==> src/sv/iss_pkg.sv <==
`timescale 1ns / 1ps
`default_nettype none

package iss_pkg;

   // Number of slots in the set store.
   localparam int CAPACITY = 16;

   // Slot index width; at least one bit so that a single-slot store still works.
   localparam int SLOT_W  = (CAPACITY > 1) ? $clog2(CAPACITY) : 1;
   // Internal element counter must hold CAPACITY itself.
   localparam int CNT_W   = $clog2(CAPACITY + 1);

   // Fixed field widths of the request and response.
   localparam int OP_W     = 2;
   localparam int VALUE_W  = 32;
   localparam int STATUS_W = 2;
   localparam int COUNT_W  = 5;

   localparam logic [SLOT_W-1:0] SLOT_LAST = SLOT_W'(CAPACITY - 1);
   localparam logic [CNT_W-1:0]  CNT_FULL  = CNT_W'(CAPACITY);

   // Operation codes. The unused code behaves as a query.
   localparam logic [OP_W-1:0] OP_ADD    = 2'd0;
   localparam logic [OP_W-1:0] OP_REMOVE = 2'd1;
   localparam logic [OP_W-1:0] OP_QUERY  = 2'd2;

   typedef enum logic [STATUS_W-1:0] {
      STAT_DONE    = 2'd0,
      STAT_PRESENT = 2'd1,
      STAT_ABSENT  = 2'd2,
      STAT_FULL    = 2'd3
   } iss_status_type;

   typedef enum logic [1:0] {
      ST_IDLE  = 2'd0,
      ST_SCAN  = 2'd1,
      ST_DRAIN = 2'd2,
      ST_DONE  = 2'd3
   } iss_state_type;

   // Control from the sequencer to the datapath.
   typedef struct packed {
      logic              load;     // transaction accepted this cycle
      logic              rd_en;    // slot read issued this cycle
      logic [SLOT_W-1:0] rd_addr;
      logic              cmp_en;   // read data of cmp_idx is on the RAM output
      logic [SLOT_W-1:0] cmp_idx;
      logic              finish;   // scan complete, commit and respond
   } iss_ctl_type;

endpackage

`default_nettype wire

==> src/sv/integer_set_store_core.sv <==
// Set of up to CAPACITY distinct 32-bit integers. Raise start with req_op (add, remove or
// query) and req_value while busy is low; the transaction is taken at that clock edge and
// busy stays high until it is finished. Every transaction returns exactly one response,
// shown on rsp_status, rsp_present and rsp_count for one cycle while rsp_strobe is high;
// the receiver cannot stall it, so it must capture the response in that cycle. A
// transaction passes through the accept, the scan of every slot, a drain state and a
// commit state before its response appears, and a new one can be started in the cycle
// its predecessor's response appears. The scan is set by the single read port of the
// slot value memory: every slot is read and compared once, one slot per cycle, and the
// drain state waits for the registered read of the last slot. Valid marks live in
// flip-flops and are cleared at reset, so the block is usable right after reset with no
// clearing pass.
`timescale 1ns / 1ps
`default_nettype none

module integer_set_store_core (
   input  wire logic                                clock,
   input  wire logic                                reset,
   input  wire logic                                start,
   output      logic                                busy,
   input  wire logic [iss_pkg::OP_W-1:0]            req_op,
   input  wire logic signed [iss_pkg::VALUE_W-1:0]  req_value,
   output      logic                                rsp_strobe,
   output      logic [iss_pkg::STATUS_W-1:0]        rsp_status,
   output      logic                                rsp_present,
   output      logic [iss_pkg::COUNT_W-1:0]         rsp_count
);

   import iss_pkg::*;

   iss_ctl_type ctl;

   // Transaction held for the duration of the scan.
   logic [OP_W-1:0]    op_ff, op_in;
   logic [VALUE_W-1:0] value_ff, value_in;

   // Scan results: slot holding the value and lowest free slot.
   logic              hit_ff, hit_in;
   logic [SLOT_W-1:0] hit_idx_ff, hit_idx_in;
   logic              free_ff, free_in;
   logic [SLOT_W-1:0] free_idx_ff, free_idx_in;

   // Set state besides the slot values.
   logic [CAPACITY-1:0] valid_ff, valid_in;
   logic [CNT_W-1:0]    count_ff, count_in;

   // Response register.
   logic                 rsp_strobe_ff, rsp_strobe_in;
   iss_status_type       rsp_status_ff, rsp_status_in;
   logic                 rsp_present_ff, rsp_present_in;
   logic [COUNT_W-1:0]   rsp_count_ff, rsp_count_in;

   logic [VALUE_W-1:0] rd_data;
   logic               slot_match;
   logic               slot_free;
   logic               wr_en;

   iss_seq u_seq (
      .clock (clock),
      .reset (reset),
      .start (start),
      .busy  (busy),
      .ctl   (ctl)
   );

   // Slot values; written only when an add commits, so an unwritten slot is
   // never compared while marked valid.
   iss_ram #(
      .WIDTH (VALUE_W),
      .DEPTH (CAPACITY)
   ) u_slot_ram (
      .clock   (clock),
      .wr_en   (wr_en),
      .wr_addr (free_idx_ff),
      .wr_data (value_ff),
      .rd_en   (ctl.rd_en),
      .rd_addr (ctl.rd_addr),
      .rd_data (rd_data)
   );

   // The valid mark is read at the compare stage, matching the registered RAM output.
   assign slot_match = ctl.cmp_en && valid_ff[ctl.cmp_idx] && (rd_data == value_ff);
   assign slot_free  = ctl.cmp_en && !valid_ff[ctl.cmp_idx];

   always_comb begin
      op_in       = ctl.load ? req_op : op_ff;
      value_in    = ctl.load ? VALUE_W'(req_value) : value_ff;
      hit_in      = hit_ff;
      hit_idx_in  = hit_idx_ff;
      free_in     = free_ff;
      free_idx_in = free_idx_ff;
      if (ctl.load) begin
         hit_in  = 1'b0;
         free_in = 1'b0;
      end else begin
         if (slot_match && !hit_ff) begin
            hit_in     = 1'b1;
            hit_idx_in = ctl.cmp_idx;
         end
         // The scan runs upward, so the first free slot seen is the lowest one.
         if (slot_free && !free_ff) begin
            free_in     = 1'b1;
            free_idx_in = ctl.cmp_idx;
         end
      end
   end

   // Commit and response, evaluated in the finishing cycle.
   always_comb begin
      wr_en          = 1'b0;
      valid_in       = valid_ff;
      count_in       = count_ff;
      rsp_status_in  = STAT_DONE;
      rsp_present_in = 1'b0;
      unique case (op_ff)
         OP_ADD: begin
            if (hit_ff) begin
               rsp_status_in  = STAT_PRESENT;
               rsp_present_in = 1'b1;
            end else if (!free_ff) begin
               rsp_status_in  = STAT_FULL;
               rsp_present_in = 1'b0;
            end else begin
               wr_en          = ctl.finish;
               rsp_status_in  = STAT_DONE;
               rsp_present_in = 1'b1;
               if (ctl.finish) begin
                  valid_in[free_idx_ff] = 1'b1;
                  count_in              = count_ff + CNT_W'(1);
               end
            end
         end
         OP_REMOVE: begin
            rsp_present_in = 1'b0;
            if (hit_ff) begin
               rsp_status_in = STAT_DONE;
               if (ctl.finish) begin
                  valid_in[hit_idx_ff] = 1'b0;
                  count_in             = count_ff - CNT_W'(1);
               end
            end else begin
               rsp_status_in = STAT_ABSENT;
            end
         end
         default: begin
            // Query, and the unused code which behaves as one.
            rsp_status_in  = hit_ff ? STAT_DONE : STAT_ABSENT;
            rsp_present_in = hit_ff;
         end
      endcase
      rsp_strobe_in = ctl.finish;
      rsp_count_in  = COUNT_W'(count_in);
   end

   always_ff @(posedge clock) begin
      if (reset) begin
         hit_ff        <= 1'b0;
         free_ff       <= 1'b0;
         valid_ff      <= '0;
         count_ff      <= '0;
         rsp_strobe_ff <= 1'b0;
      end else begin
         hit_ff        <= hit_in;
         free_ff       <= free_in;
         valid_ff      <= valid_in;
         count_ff      <= count_in;
         rsp_strobe_ff <= rsp_strobe_in;
      end
      op_ff       <= op_in;
      value_ff    <= value_in;
      hit_idx_ff  <= hit_idx_in;
      free_idx_ff <= free_idx_in;
      if (ctl.finish) begin
         rsp_status_ff  <= rsp_status_in;
         rsp_present_ff <= rsp_present_in;
         rsp_count_ff   <= rsp_count_in;
      end
   end

   assign rsp_strobe  = rsp_strobe_ff;
   assign rsp_status  = rsp_status_ff;
   assign rsp_present = rsp_present_ff;
   assign rsp_count   = rsp_count_ff;

   // The element count always agrees with the number of valid marks.
   assert property (@(posedge clock) disable iff (reset)
      count_ff == CNT_W'($countones(valid_ff)))
      else $error("element count out of step with valid marks");

   // Values are distinct, so a scan never finds a second matching slot.
   assert property (@(posedge clock) disable iff (reset)
      slot_match |-> !hit_ff)
      else $error("value found in two slots");

   // A full report only comes when every slot is taken.
   assert property (@(posedge clock) disable iff (reset)
      (rsp_strobe_ff && (rsp_status_ff == STAT_FULL)) |-> (count_ff == CNT_FULL))
      else $error("store reported full with a free slot");

endmodule

`default_nettype wire

==> src/sv/iss_ram.sv <==
`timescale 1ns / 1ps
`default_nettype none

module iss_ram #(
   parameter int WIDTH = 32,
   parameter int DEPTH = 16
) (
   input  wire logic                                        clock,
   input  wire logic                                        wr_en,
   input  wire logic [((DEPTH > 1) ? $clog2(DEPTH) : 1)-1:0] wr_addr,
   input  wire logic [WIDTH-1:0]                            wr_data,
   input  wire logic                                        rd_en,
   input  wire logic [((DEPTH > 1) ? $clog2(DEPTH) : 1)-1:0] rd_addr,
   output      logic [WIDTH-1:0]                            rd_data
);

   logic [WIDTH-1:0] mem [DEPTH];
   logic [WIDTH-1:0] rd_data_ff;

   always_ff @(posedge clock) begin
      if (wr_en) begin
         mem[wr_addr] <= wr_data;
      end
      if (rd_en) begin
         rd_data_ff <= mem[rd_addr];
      end
   end

   assign rd_data = rd_data_ff;

endmodule

`default_nettype wire

==> src/sv/iss_seq.sv <==
`timescale 1ns / 1ps
`default_nettype none

module iss_seq (
   input  wire logic                clock,
   input  wire logic                reset,
   input  wire logic                start,
   output      logic                busy,
   output      iss_pkg::iss_ctl_type ctl
);

   import iss_pkg::*;

   iss_state_type     state_ff, state_in;
   logic [SLOT_W-1:0] addr_ff, addr_in;
   logic              cmp_vld_ff, cmp_vld_in;
   logic [SLOT_W-1:0] cmp_idx_ff, cmp_idx_in;

   // Next state.
   always_comb begin
      state_in = state_ff;
      unique case (state_ff)
         ST_IDLE: begin
            if (start) begin
               state_in = ST_SCAN;
            end
         end
         ST_SCAN: begin
            if (addr_ff == SLOT_LAST) begin
               state_in = ST_DRAIN;
            end
         end
         ST_DRAIN: state_in = ST_DONE;
         ST_DONE:  state_in = ST_IDLE;
         default:  state_in = ST_IDLE;
      endcase
   end

   // Scan address and compare pipeline.
   always_comb begin
      addr_in    = (state_ff == ST_SCAN) ? addr_ff + SLOT_W'(1) : '0;
      cmp_vld_in = (state_ff == ST_SCAN);
      cmp_idx_in = addr_ff;
   end

   // Outputs.
   always_comb begin
      busy        = (state_ff != ST_IDLE);
      ctl.load    = start && (state_ff == ST_IDLE);
      ctl.rd_en   = (state_ff == ST_SCAN);
      ctl.rd_addr = addr_ff;
      ctl.cmp_en  = cmp_vld_ff;
      ctl.cmp_idx = cmp_idx_ff;
      ctl.finish  = (state_ff == ST_DONE);
   end

   always_ff @(posedge clock) begin
      if (reset) begin
         state_ff   <= ST_IDLE;
         addr_ff    <= '0;
         cmp_vld_ff <= 1'b0;
      end else begin
         state_ff   <= state_in;
         addr_ff    <= addr_in;
         cmp_vld_ff <= cmp_vld_in;
      end
      cmp_idx_ff <= cmp_idx_in;
   end

   // The block only goes idle after committing a transaction.
   assert property (@(posedge clock) disable iff (reset)
      $fell(busy) |-> $past(state_ff == ST_DONE))
      else $error("busy dropped without finishing a transaction");

endmodule

`default_nettype wire
==> config.mk <==
export PLATFORM = sky130hd
export DESIGN_NAME = integer_set_store_core
export DESIGN_NICKNAME = d
export VERILOG_FILES = /design/src/sv/iss_pkg.sv /design/src/sv/integer_set_store_core.sv /design/src/sv/iss_ram.sv /design/src/sv/iss_seq.sv
export SDC_FILE = /design/constraint.sdc
export NUM_CORES = 1
export LEC_CHECK = 0
export BUFFER_PORTS_ARGS = -buffer_cell sky130_fd_sc_hd__buf_2
export CORE_UTILIZATION = 45
export DETAILED_ROUTE_END_ITERATION = 12
export GPL_TIMING_DRIVEN = 0
export PLACE_DENSITY_LB_ADDON = 0.05
export SYNTH_ARGS = -nofsm -noshare
export SYNTH_HDL_FRONTEND = slang
export SYNTH_SLANG_ARGS = --single-unit
==> constraint.sdc <==
create_clock -name clock -period 6.88 [get_ports clock]
set_input_delay 0.688 -clock clock [delete_from_list [all_inputs] [get_ports clock]]
set_output_delay 0.688 -clock clock [all_outputs]
set_load 0.02 [all_outputs]
# ---- Word level (Yosys, flattened, before mapping)
# Memories as Yosys holds them, arrays and structs flattened. A register that Yosys moved wholly into a read port is not among the register bits.
# Index checks and enable logic that the tools add are counted.
dict set report word_totals {
  register_bits 85
  wordCells 97
  ramBits 512
  mem_count 1
}
# name words width rd rd_clocked_by_memory_dff write_ports line
set mem_list {}
lappend mem_list {u_slot_ram.mem 16 32 1 1 1 iss_ram.sv:17} ;# logic [WIDTH-1:0] mem [DEPTH];
dict set report op_classes {
  reduce_logical 21
  eq_ne 13
  addsub 3
  n_bitwise 5
  n_lt_le_gt_ge 5
  n_mux 33
}
# operator count
set op_table {}
lappend op_table {{two-way mux 16 bit} 5}
lappend op_table {{equality test 32 bit} 1}
lappend op_table {{one-hot mux 16 bit (2 select lines)} 1}
lappend op_table {{two-way mux 5 bit} 5}
lappend op_table {{AND 16 bit} 1}
lappend op_table {{inverter 16 bit} 1}
lappend op_table {{bitwise OR 16 bit} 1}
lappend op_table {{< comparator 4 x 5 -> 1 bit, second input constant} 3}
lappend op_table {{!= test 2 bit, second input constant} 7}
lappend op_table {{two-way mux 2 bit} 6}
lappend op_table {{two-way mux 1 bit} 10}
lappend op_table {{one-hot mux 5 bit (2 select lines)} 1}
lappend op_table {{demux 1 bit (select 4 bit)} 2}
lappend op_table {{greater-or-equal comparator 4 x 1 -> 1 bit, second input constant} 2}
lappend op_table {{logical AND 1 bit} 8}
lappend op_table {{one-hot mux 2 bit (4 select lines)} 1}
lappend op_table {{AND reduction 2 bit} 3}
lappend op_table {{AND reduction 6 bit} 1}
lappend op_table {{adder 5 x 1 -> 5 bit, second input constant} 1}
lappend op_table {{subtractor 5 x 1 -> 5 bit, second input constant} 1}
lappend op_table {{adder 4 x 1 -> 4 bit, second input constant} 1}
lappend op_table {{binary-select mux 1 bit (select 4 bit)} 1}
lappend op_table {{equality test 2 x 1 -> 1 bit, second input constant} 2}
lappend op_table {{equality test 2 bit, second input constant} 2}
lappend op_table {{other kinds (7)} 13}

# ---- Longest topological paths before layout
# Gate-level depths: netlist of run 1.
dict set report depth {
  ltp_word 9
  depth_mapped 7
}

# ---- By module
# A second synthesis of run 1 with hierarchy kept.
dict set report unflattened {
  cells_unflattened 1120
  hier_area_um2 23720.2
}
# mod n_inst area_each_um2 seq_area_each_um2 cells_each
set by_module_without_submodules {}
lappend by_module_without_submodules {iss_ram 1 20155.6 16335.7 838}
lappend by_module_without_submodules {integer_set_store_core 1 3129.3 1981.9 241}
lappend by_module_without_submodules {iss_seq 1 435.4 220.2 41}

# ---- Least setup slack after synthesis of run 1
# Ideal clock, no wire load.
dict set report synth_timing {
  path_type {reg-to-reg}
  from {register u_seq.state_ff[0]}
  to {memory u_slot_ram.mem[8][0] (enable)}
  required_ns 6.417
  n_path_buf 0
  setup_ns 0.463
  path_stages_with_launch 5
  synth_period_minus_slack_ns 3.951
  path_slack_ns 2.929
  arrival_ns 3.488
  cell_sequence {dfxtp_1 ha_1 nor2b_1 nand4b_1 nor3_1}
}
# element line
set synth_lines {}
lappend synth_lines {{from (decl)} iss_seq.sv:14} ;# iss_state_type state_ff, state_in;
lappend synth_lines {{from (signal assigned)} iss_seq.sv:63} ;# state_ff <= state_in;
lappend synth_lines {{to (decl)} iss_ram.sv:17}

==> impl_results.rst, run 1 <==
.. list-table::
   :header-rows: 1

   * - Metric
     - Value
   * - Synthesized netlist net count
     - 1068
   * - Wire length reported by the detailed router
     - 54.5 mm
   * - Port bufs
     - 45
   * - Sum Neg Setup Slack
     - 0 ps
   * - #FFs+latches synth
     - 629
   * - Mapped Avg Cell Area
     - about 23 um^2
   * - Count of vias placed by the detailed router
     - 10864
   * - Portion of netlist area occupied by mux cells
     - 15.8%
   * - Synthesis Warnings
     - 0
   * - Starting density of the core
     - about 46%
   * - Sum of net half-perimeters after detailed placement
     - about 34 mm
   * - Routed len/inst
     - between 20 and 30 um
   * - Number of instances in the synthesized netlist
     - 1023
   * - Final Cycle Share
     - 48.6%
   * - Clock Pin Slew Worst Setup and Hold Paths
     - roughly 60 ps
   * - Dominant cell type by area after synthesis
     - sky130_fd_sc_hd__edfxtp_1
   * - Sort of element at the start of the critical path
     - flip-flop
   * - Area contributors post-synth
     - sky130_fd_sc_hd__edfxtp_1 75%, sky130_fd_sc_hd__mux4_2 15%, sky130_fd_sc_hd__dfxtp_1 3.0%
   * - Final setup violation count
     - 0
   * - Global-route wire length before repair
     - a little under 80 mm
   * - Buffers inserted by post-CTS timing repair
     - 0
   * - Setup repair after global routing missed its margin
     - false
   * - Largest driver fanout on the critical path
     - 11
   * - Proportion of synthesized chip area in sequential cells
     - about four fifths
   * - Vias in the first global route
     - 11275
   * - Number of nets still failing antenna checks after routing
     - 0
   * - Number of remaining DRC errors
     - 0
   * - Synthesized area
     - 0.0237 mm^2
   * - Post-synthesis share of cell area spent on and, or, nand and nor gates
     - 2.21%
   * - Clock Skews
     - 16.1 ps
   * - Number of buffers created by CTS
     - 69
   * - Worst IR drop on VDD
     - 0.000210 V
   * - Maximum number of pins on one net before global-route repair
     - 23
   * - Fraction of the mapped netlist area in compound gates
     - 0.902%
   * - Post-layout minimum cycle time
     - between 3000 and 4000 ps
   * - Number of iterations in the first detailed-routing pass
     - 5
   * - Crit Path Category
     - reg -> reg
   * - Area growth from synthesis to layout
     - 16.0%
   * - Signal arrival time at the worst endpoint
     - 3630 ps
   * - CTS tree
     - yes
   * - Proportion of layout cells with a drive suffix above 1
     - 30.3%
   * - Power density of the placed cells
     - 338 mW/mm^2
   * - Main combinational cell family by area after synthesis
     - multiplexers
   * - Outcome
     - complete, no violations
   * - Number of pins exceeding their max-slew limit in the final report
     - 0
   * - Vertical extent of the die
     - 232 um
   * - Post-Layout Cell Count
     - 1903
   * - Final instance area
     - 0.0275 mm^2
   * - Residual overflow from global routing
     - 0
   * - Tightest Pin Transition
     - 1160 ps
   * - Final-report hold violation count
     - 0
   * - Num ports
     - 47
   * - Max_slew headroom
     - ~22%
   * - Later-pin clock latency in the skew report
     - 590 ps
   * - Adder-cell share of the synthesized area
     - less than 1%
   * - Iteration-0 DRC Markers
     - 881
   * - Gr usage total
     - 21.2%
   * - Top cell type's share of synthesized area
     - 75.2%
   * - Data required time at the worst endpoint
     - between 7000 and 8000 ps
   * - Instance area after placement
     - ~0.025 mm^2
   * - Antenna diode count
     - 0
   * - Placeable core region
     - 0.0517 mm^2
   * - Vias/cell
     - roughly 5.7
   * - Lkg Pwr
     - 8.54 nW
   * - Placement row count
     - 83
   * - H-tree Lvls
     - 3
   * - Maximum achievable frequency
     - 299 MHz
   * - Final Wtd Congestion
     - 0.759
   * - Number of instances in the placed design
     - about 1800
   * - Number of gates given a new drive strength after cts
     - 0
   * - Critical path endpoint category
     - flip-flop
   * - Initial antenna violation count
     - 0
   * - NumNets Final
     - 1213
   * - Die Outline Area
     - 0.0537 mm^2
   * - Worst hold path type
     - in -> reg
   * - Number of distinct library cell variants in the gate-level netlist after synthesis
     - 42
   * - Final Power
     - between 0.009 and 0.01 W
   * - Fillcell total
     - ~4000
   * - Max capacitance violation total
     - 0
   * - Longest Clk Path Bufs
     - 3
   * - Cell chosen for the clock root
     - sky130_fd_sc_hd__clkbuf_16
   * - Clock Sink Count
     - ~630
   * - Die width
     - 232 um
   * - Xor-xnor portion of the synthesized cell area
     - under 10%
   * - Post-route worst hold slack
     - 267 ps
   * - Hold-fix buffer count after cts
     - 0
[layer usage]
layer / global-route usage [%] / share of wire (%) / up-vias
met1: 31.2 / 46 / 5944
met2: 33.4 / 48 / 232
met3: 3.73 / 3.8 / 68
met5: 0 / 0 / -
met4: 4.77 / 1.6 / 0
li1: - / - / 4620
[layout make-up]
cell class / count / area, um^2 / area share (%)
repair buffers: 74 / 687 / 2.50
plain buffers: 41 / 244 / 0.887
flip-flops and latches: 629 / 18500 / 67.4
clock inverters: 36 / 270 / 0.982
well taps: 680 / 851 / 3.09
inverters: 10 / 37.5 / 0.136
multi-input cells: 343 / 5030 / 18.3
clock buffers: 90 / 1860 / 6.77
[flip-flops by register name (all words and copies together) (netlist names)]
name and cells:
hit_ff 1, free_idx_ff 4, valid_ff 16, u_seq.cmp_idx_ff 4, op_ff 2, rsp_strobe 1, value_ff 32, rsp_status 2
rsp_count 5, rsp_present 1, u_seq.addr_ff 4, hit_idx_ff 4, free_ff 1, u_seq.state_ff 2, count_ff 5, u_slot_ram.rd_data 32
u_seq.cmp_vld_ff 1, u_slot_ram.mem 512
[cell families after synthesis]
| kind of cell | Yosys count |
|---|---|
| buffers and inverters | 51 |
| XOR/XNOR | 38 |
| adder cells (fa/ha/maj) | 8 |
| flip-flops | 629 |
| multiplexers | 167 |
| AO/OA/AOI/OAI | 34 |
| AND/OR/NAND/NOR | 96 |
[where the power goes]
group          switching, W  leakage [nW]  internal [W]  total [W]
Combinational      0.000561          1.84      0.000461    0.00102
Sequential         0.000249          5.65       0.00455    0.00480
Clock               0.00146          1.04       0.00203    0.00349
[stage by stage]
step | setup WS (ps) | utilization (%)
final | 3530 | 53.2
after global routing | 3290 | 53.2
after floorplan | 2930 | -
after detailed placement | 3470 | 49.1
after global placement | -920 | 48.0
after CTS | 3450 | 53.2
[path summary, 6_finish.rpt]
path | startpoint | end | slack, ps | cells after the start
min reg2reg | u_seq.addr_ff[2] | u_seq.cmp_idx_ff[2] | 350 | 0
max reg2reg | u_seq.state_ff[0] | u_slot_ram.mem[12][16] | 3530 | 6
max | u_seq.state_ff[0] | u_slot_ram.mem[12][16] | 3530 | 6
min | req_value[28] | value_ff[28] | 270 | 1
[synthesized netlist by cell type (all sizes together)]
cell type and number:
a2111oi 1, a211oi 3, a21boi 2, a21oi 9, a2bb2oi 1, and2 2, and3 1, buf 19
clkbuf 22, dfxtp 35, edfxtp 594, ha 8, inv 10, mux2 2, mux2i 1, mux4 164
nand2 4, nand2b 4, nand3 6, nand3b 4, nand4 5, nand4b 2, nor2 41, nor2b 7
nor3 5, nor3b 1, nor4 7, o21ai 2, o22ai 16, or3 1, or3b 2, or4 4
xnor2 6, xor2 32
[cell usage in the layout, fill, tap and decap left out, types with 3 or more instances in the layout]
master,count
sky130_fd_sc_hd__nand3b_1,4
sky130_fd_sc_hd__xor2_1,32
sky130_fd_sc_hd__clkinv_2,9
sky130_fd_sc_hd__buf_2,51
sky130_fd_sc_hd__bufinv_16,3
sky130_fd_sc_hd__buf_4,3
sky130_fd_sc_hd__clkbuf_16,70
sky130_fd_sc_hd__nor2_1,29
sky130_fd_sc_hd__a21oi_1,8
sky130_fd_sc_hd__buf_12,14
sky130_fd_sc_hd__nor3_2,3
sky130_fd_sc_hd__buf_6,20
sky130_fd_sc_hd__dfxtp_1,35
sky130_fd_sc_hd__inv_1,9
sky130_fd_sc_hd__nand4_1,4
sky130_fd_sc_hd__a211oi_1,3
sky130_fd_sc_hd__mux4_1,4
sky130_fd_sc_hd__nor2b_1,7
sky130_fd_sc_hd__nand2_1,4
sky130_fd_sc_hd__or4_1,3
sky130_fd_sc_hd__mux4_2,160
sky130_fd_sc_hd__inv_6,5
sky130_fd_sc_hd__o22ai_1,16
sky130_fd_sc_hd__xnor2_1,6
sky130_fd_sc_hd__clkbuf_8,3
sky130_fd_sc_hd__nor4_1,7
sky130_fd_sc_hd__ha_1,7
sky130_fd_sc_hd__clkinv_1,16
sky130_fd_sc_hd__clkbuf_1,37
sky130_fd_sc_hd__nand2b_1,4
sky130_fd_sc_hd__edfxtp_1,594
sky130_fd_sc_hd__nand3_1,6
sky130_fd_sc_hd__nor2_4,12
[critical path: stages, from the launching register on]
cell and delay, ps:
sky130_fd_sc_hd__dfxtp_1 380, sky130_fd_sc_hd__ha_1 490, sky130_fd_sc_hd__nor2b_1 380, sky130_fd_sc_hd__nand4_1 420, sky130_fd_sc_hd__nor3_2 830, sky130_fd_sc_hd__buf_4 340, sky130_fd_sc_hd__buf_6 190
No activity file was read; power rests on OpenSTA's default activity.
==> run 2, diff against run 1 <==
==> constraint.sdc (replaced) <==
create_clock -name clock -period 3.13 [get_ports clock]
set_input_delay 0.313 -clock clock [delete_from_list [all_inputs] [get_ports clock]]
set_output_delay 0.313 -clock clock [all_outputs]
set_load 0.02 [all_outputs]
==> run 2 against run 1 <==
  * Sequential cell count did not move
  * Register-to-register slack got worse by 3400 ps
  * Core utilization rose by 1.5 points
  * Combinational power increased by 130%
  * Critical endpoint is now hit_idx_ff[2]
  * Worst hold slack worse by 92 ps
  * First-iteration DRC count increased by 12%
  * Critical path type unchanged
  * Die area is the same
  * Critical path depth decreased by 1
  * Global-route usage up 0.15 points
  * Sequential power is 120% higher
  * Via count is 1.1% higher
==> impl_results.rst, run 2 (synthesis gave the netlist of run 1 again) <==
.. list-table::
   :header-rows: 1

   * - Metric
     - Value
   * - Data required time at the worst endpoint
     - 3370 ps (was 7160 ps)
   * - Maximum number of pins on one net before global-route repair
     - 25 (was 23)
   * - Starting density of the core
     - 45.9% (unchanged)
   * - Wire length reported by the detailed router
     - 54.8 mm (was 54.5 mm)
   * - Register Area
     - 0.0185 mm^2 (unchanged)
   * - Met1 WL
     - 24.7 mm (was 25.3 mm)
   * - Vias in the first global route
     - 11453 (was 11275)
   * - Later-pin clock latency in the skew report
     - 590 ps (about the same)
   * - Tightest Pin Transition
     - 1130 ps (was 1160 ps)
   * - Worst setup slack after placement
     - -115 ps (was 3470 ps)
   * - Highest metal layer with signal wires
     - met4 (unchanged)
   * - Final-report hold violation count
     - 0 (unchanged)
   * - Max_slew headroom
     - 24.4% (was 22.4%)
   * - Largest driver fanout on the critical path
     - 17 (was 11)
   * - Clock Pin Slew Worst Setup and Hold Paths
     - 60 ps (about the same)
   * - Die width
     - 232 um (unchanged)
   * - Proportion of layout cells with a drive suffix above 1
     - 30.3% (about the same)
   * - Iteration-0 DRC Markers
     - 989 (was 881)
   * - Routed met3 length
     - 2.90 mm (was 2.08 mm)
   * - Number of remaining DRC errors
     - 0 (unchanged)
   * - H-tree Lvls
     - 3 (unchanged)
   * - Antenna diode count
     - 0 (unchanged)
   * - Number of iterations in the first detailed-routing pass
     - 4 (was 5)
   * - Residual overflow from global routing
     - 0 (unchanged)
   * - Outcome
     - complete, no violations (unchanged)
   * - Crit Path Category
     - reg -> reg (unchanged)
   * - Final Cycle Share
     - 95.3% (was 48.6%)
   * - CTS tree
     - yes (unchanged)
   * - Number of pins exceeding their max-slew limit in the final report
     - 0 (unchanged)
   * - Placeable core region
     - 0.0517 mm^2 (unchanged)
   * - Final Wtd Congestion
     - 0.731 (was 0.759)
   * - Worst IR drop on VDD
     - 0.000565 V (was 0.000210 V)
   * - Capture point of the critical path
     - hit_idx_ff[2] (was u_slot_ram.mem[12][16])
   * - Number of buffers created by CTS
     - 69 (unchanged)
   * - Reg-to-reg slack, setup
     - 150 ps (was 3530 ps)
   * - Vias/cell
     - 5.64 (was 5.71)
   * - NumNets Final
     - 1264 (was 1213)
   * - Setup repair after global routing missed its margin
     - false (unchanged)
   * - Number of nets still failing antenna checks after routing
     - 0 (unchanged)
   * - Worst Hold Depth
     - 2 (was 1)
   * - Largest register FFs
     - 512 (unchanged)
   * - Worst hold path type
     - in -> reg (unchanged)
   * - Slowest CP cell
     - sky130_fd_sc_hd__edfxtp_1 (was sky130_fd_sc_hd__nor3_2)
   * - Met2 Routed Length
     - 26.4 mm (was 26.2 mm)
   * - Fillcell total
     - 3894 (was 4015)
   * - Cell chosen for the clock root
     - sky130_fd_sc_hd__clkbuf_16 (unchanged)
   * - Post-layout minimum cycle time
     - 2980 ps (was 3350 ps)
   * - Area growth from synthesis to layout
     - 19.2% (was 16.0%)
   * - Gr usage total
     - 21.4% (was 21.2%)
   * - Delay of the slowest critical-path stage
     - 690 ps (was 830 ps)
   * - Final worst slack
     - 146 ps (was 3530 ps)
   * - Number of cells on the critical path
     - 5 (was 6)
   * - Routed len/inst
     - 28.1 um (was 28.6 um)
   * - Top library cells by usage in the layout, fill and taps aside
     - 594 x sky130_fd_sc_hd__edfxtp_1, 160 x sky130_fd_sc_hd__mux4_2, 71 x sky130_fd_sc_hd__clkbuf_16 (was 594 x sky130_fd_sc_hd__edfxtp_1, 160 x sky130_fd_sc_hd__mux4_2, 70 x sky130_fd_sc_hd__clkbuf_16)
   * - Worst Setup SP
     - value_ff[25] (was u_seq.state_ff[0])
   * - Reg-to-reg critical path startpoint
     - value_ff[25] (was u_seq.state_ff[0])
   * - Signal arrival time at the worst endpoint
     - 3230 ps (was 3630 ps)
   * - Total buffers and inverters traversed by the critical path
     - 0 (was 2)
   * - Final setup violation count
     - 0 (unchanged)
   * - Most common cell after layout, fill and taps aside
     - sky130_fd_sc_hd__edfxtp_1 (unchanged)
   * - Global-route wire length before repair
     - 80.1 mm (was 79.3 mm)
   * - Sum of net half-perimeters after detailed placement
     - 34.2 mm (was 34.0 mm)
   * - Sort of element at the start of the critical path
     - flip-flop (unchanged)
   * - Num ports
     - 47 (unchanged)
   * - Initial antenna violation count
     - 0 (unchanged)
   * - Longest Clk Path Bufs
     - 3 (unchanged)
   * - Cell-by-cell trace of the critical path
     - xor2_1 > nor4_2 > nand4_4 > or4_1 > nor2_1 (was ha_1 > nor2b_1 > nand4_1 > nor3_2 > buf_4 > buf_6)
   * - Max capacitance violation total
     - 0 (unchanged)
   * - Reg-to-reg critical path endpoint
     - hit_idx_ff[2] (was u_slot_ram.mem[12][16])
   * - Count of vias placed by the detailed router
     - 10983 (was 10864)
   * - Lkg Pwr
     - 8.85 nW (was 8.54 nW)
   * - Vertical extent of the die
     - 232 um (unchanged)
   * - Area of the multi-input gates
     - 0.00508 mm^2 (was 0.00503 mm^2)
   * - Clock Skews
     - 14.2 ps (was 16.1 ps)
   * - Maximum achievable frequency
     - 335 MHz (was 299 MHz)
   * - Power density of the placed cells
     - 721 mW/mm^2 (was 338 mW/mm^2)
   * - Largest delay share family, worst path
     - simple AND/OR/NAND/NOR gates (unchanged)
   * - Final Power
     - 0.0204 W (was 0.00931 W)
   * - Port bufs
     - 45 (unchanged)
   * - Die Outline Area
     - 0.0537 mm^2 (unchanged)
   * - Placement row count
     - 83 (unchanged)
   * - Clock Sink Count
     - 629 (unchanged)
   * - Register ranked first by flip-flop count
     - u_slot_ram.mem (unchanged)
   * - Number of cells traversed by the worst register-to-register path
     - 5 (was 6)
   * - Critical path endpoint category
     - flip-flop (unchanged)
run 2: power breakdown:
group	internal, W	switching [W]	total [W]
sequential	0.0100	0.000540	0.0105
combinational	0.00107	0.00127	0.00234
clock	0.00440	0.00311	0.00752
total	0.0155	0.00492	0.0204
run 2: layout make-up:
type                            count  area share (%)
Clock inverter                     32           0.761
Inverter                           10           0.133
Multi-Input combinational cell    343            18.0
Sequential cell                   629            65.5
Tap cell                          680            3.01
Buffer                             41           0.867
Clock buffer                       89            6.55
Timing Repair Buffer              125            5.20
run 2: per-layer routing:
layer	vias up	global-route usage, %
li1	4724	-
met1	5893	30.9
met2	297	34.0
met3	69	4.24
met4	0	4.30
met5	-	0
run 2: worst min-delay path by stage:
| stage | endpoint | from |
|---|---|---|
| 3_5_place_dp | u_seq.cmp_idx_ff[2] | u_seq.addr_ff[2] |
| 5_1_grt | count_ff[4] | reset |
| 3_3_place_gp | u_seq.cmp_idx_ff[2] | u_seq.addr_ff[2] |
| 6_report | rsp_strobe | reset |
| 2_1_floorplan | u_seq.cmp_idx_ff[2] | u_seq.addr_ff[2] |
| 4_1_cts | u_seq.state_ff[0] | start |
run 2: worst register-to-register path, cell delays in order, from the launching register on:
cell                       delay (ps)
sky130_fd_sc_hd__edfxtp_1         690
sky130_fd_sc_hd__xor2_1           270
sky130_fd_sc_hd__nor4_2           600
sky130_fd_sc_hd__nand4_4          110
sky130_fd_sc_hd__or4_1            630
sky130_fd_sc_hd__nor2_1           350
run 2: through the flow:
stage	instance area (um^2)	hold WS [ps]	utilization, %	TNS (ps)	std cells
final	28300	175	54.7	0	1949
after global routing	28300	217	54.7	0	1949
after CTS	28200	158	54.5	0	1942
after detailed placement	25600	343	49.6	-5580	1777
after global placement	24800	330	48.0	-1204310	1748
after floorplan	23700	326	-	-12620	1023
run 2: what timing repair did:
action / in CTS / in global routing
pin swaps: 8 / 4
setup endpoints to repair: 137 / 92
setup buffers: 10 / 7
hold endpoints to repair: 34 / 0
gates resized for setup: 3 / 4
hold buffers: 34 / 0
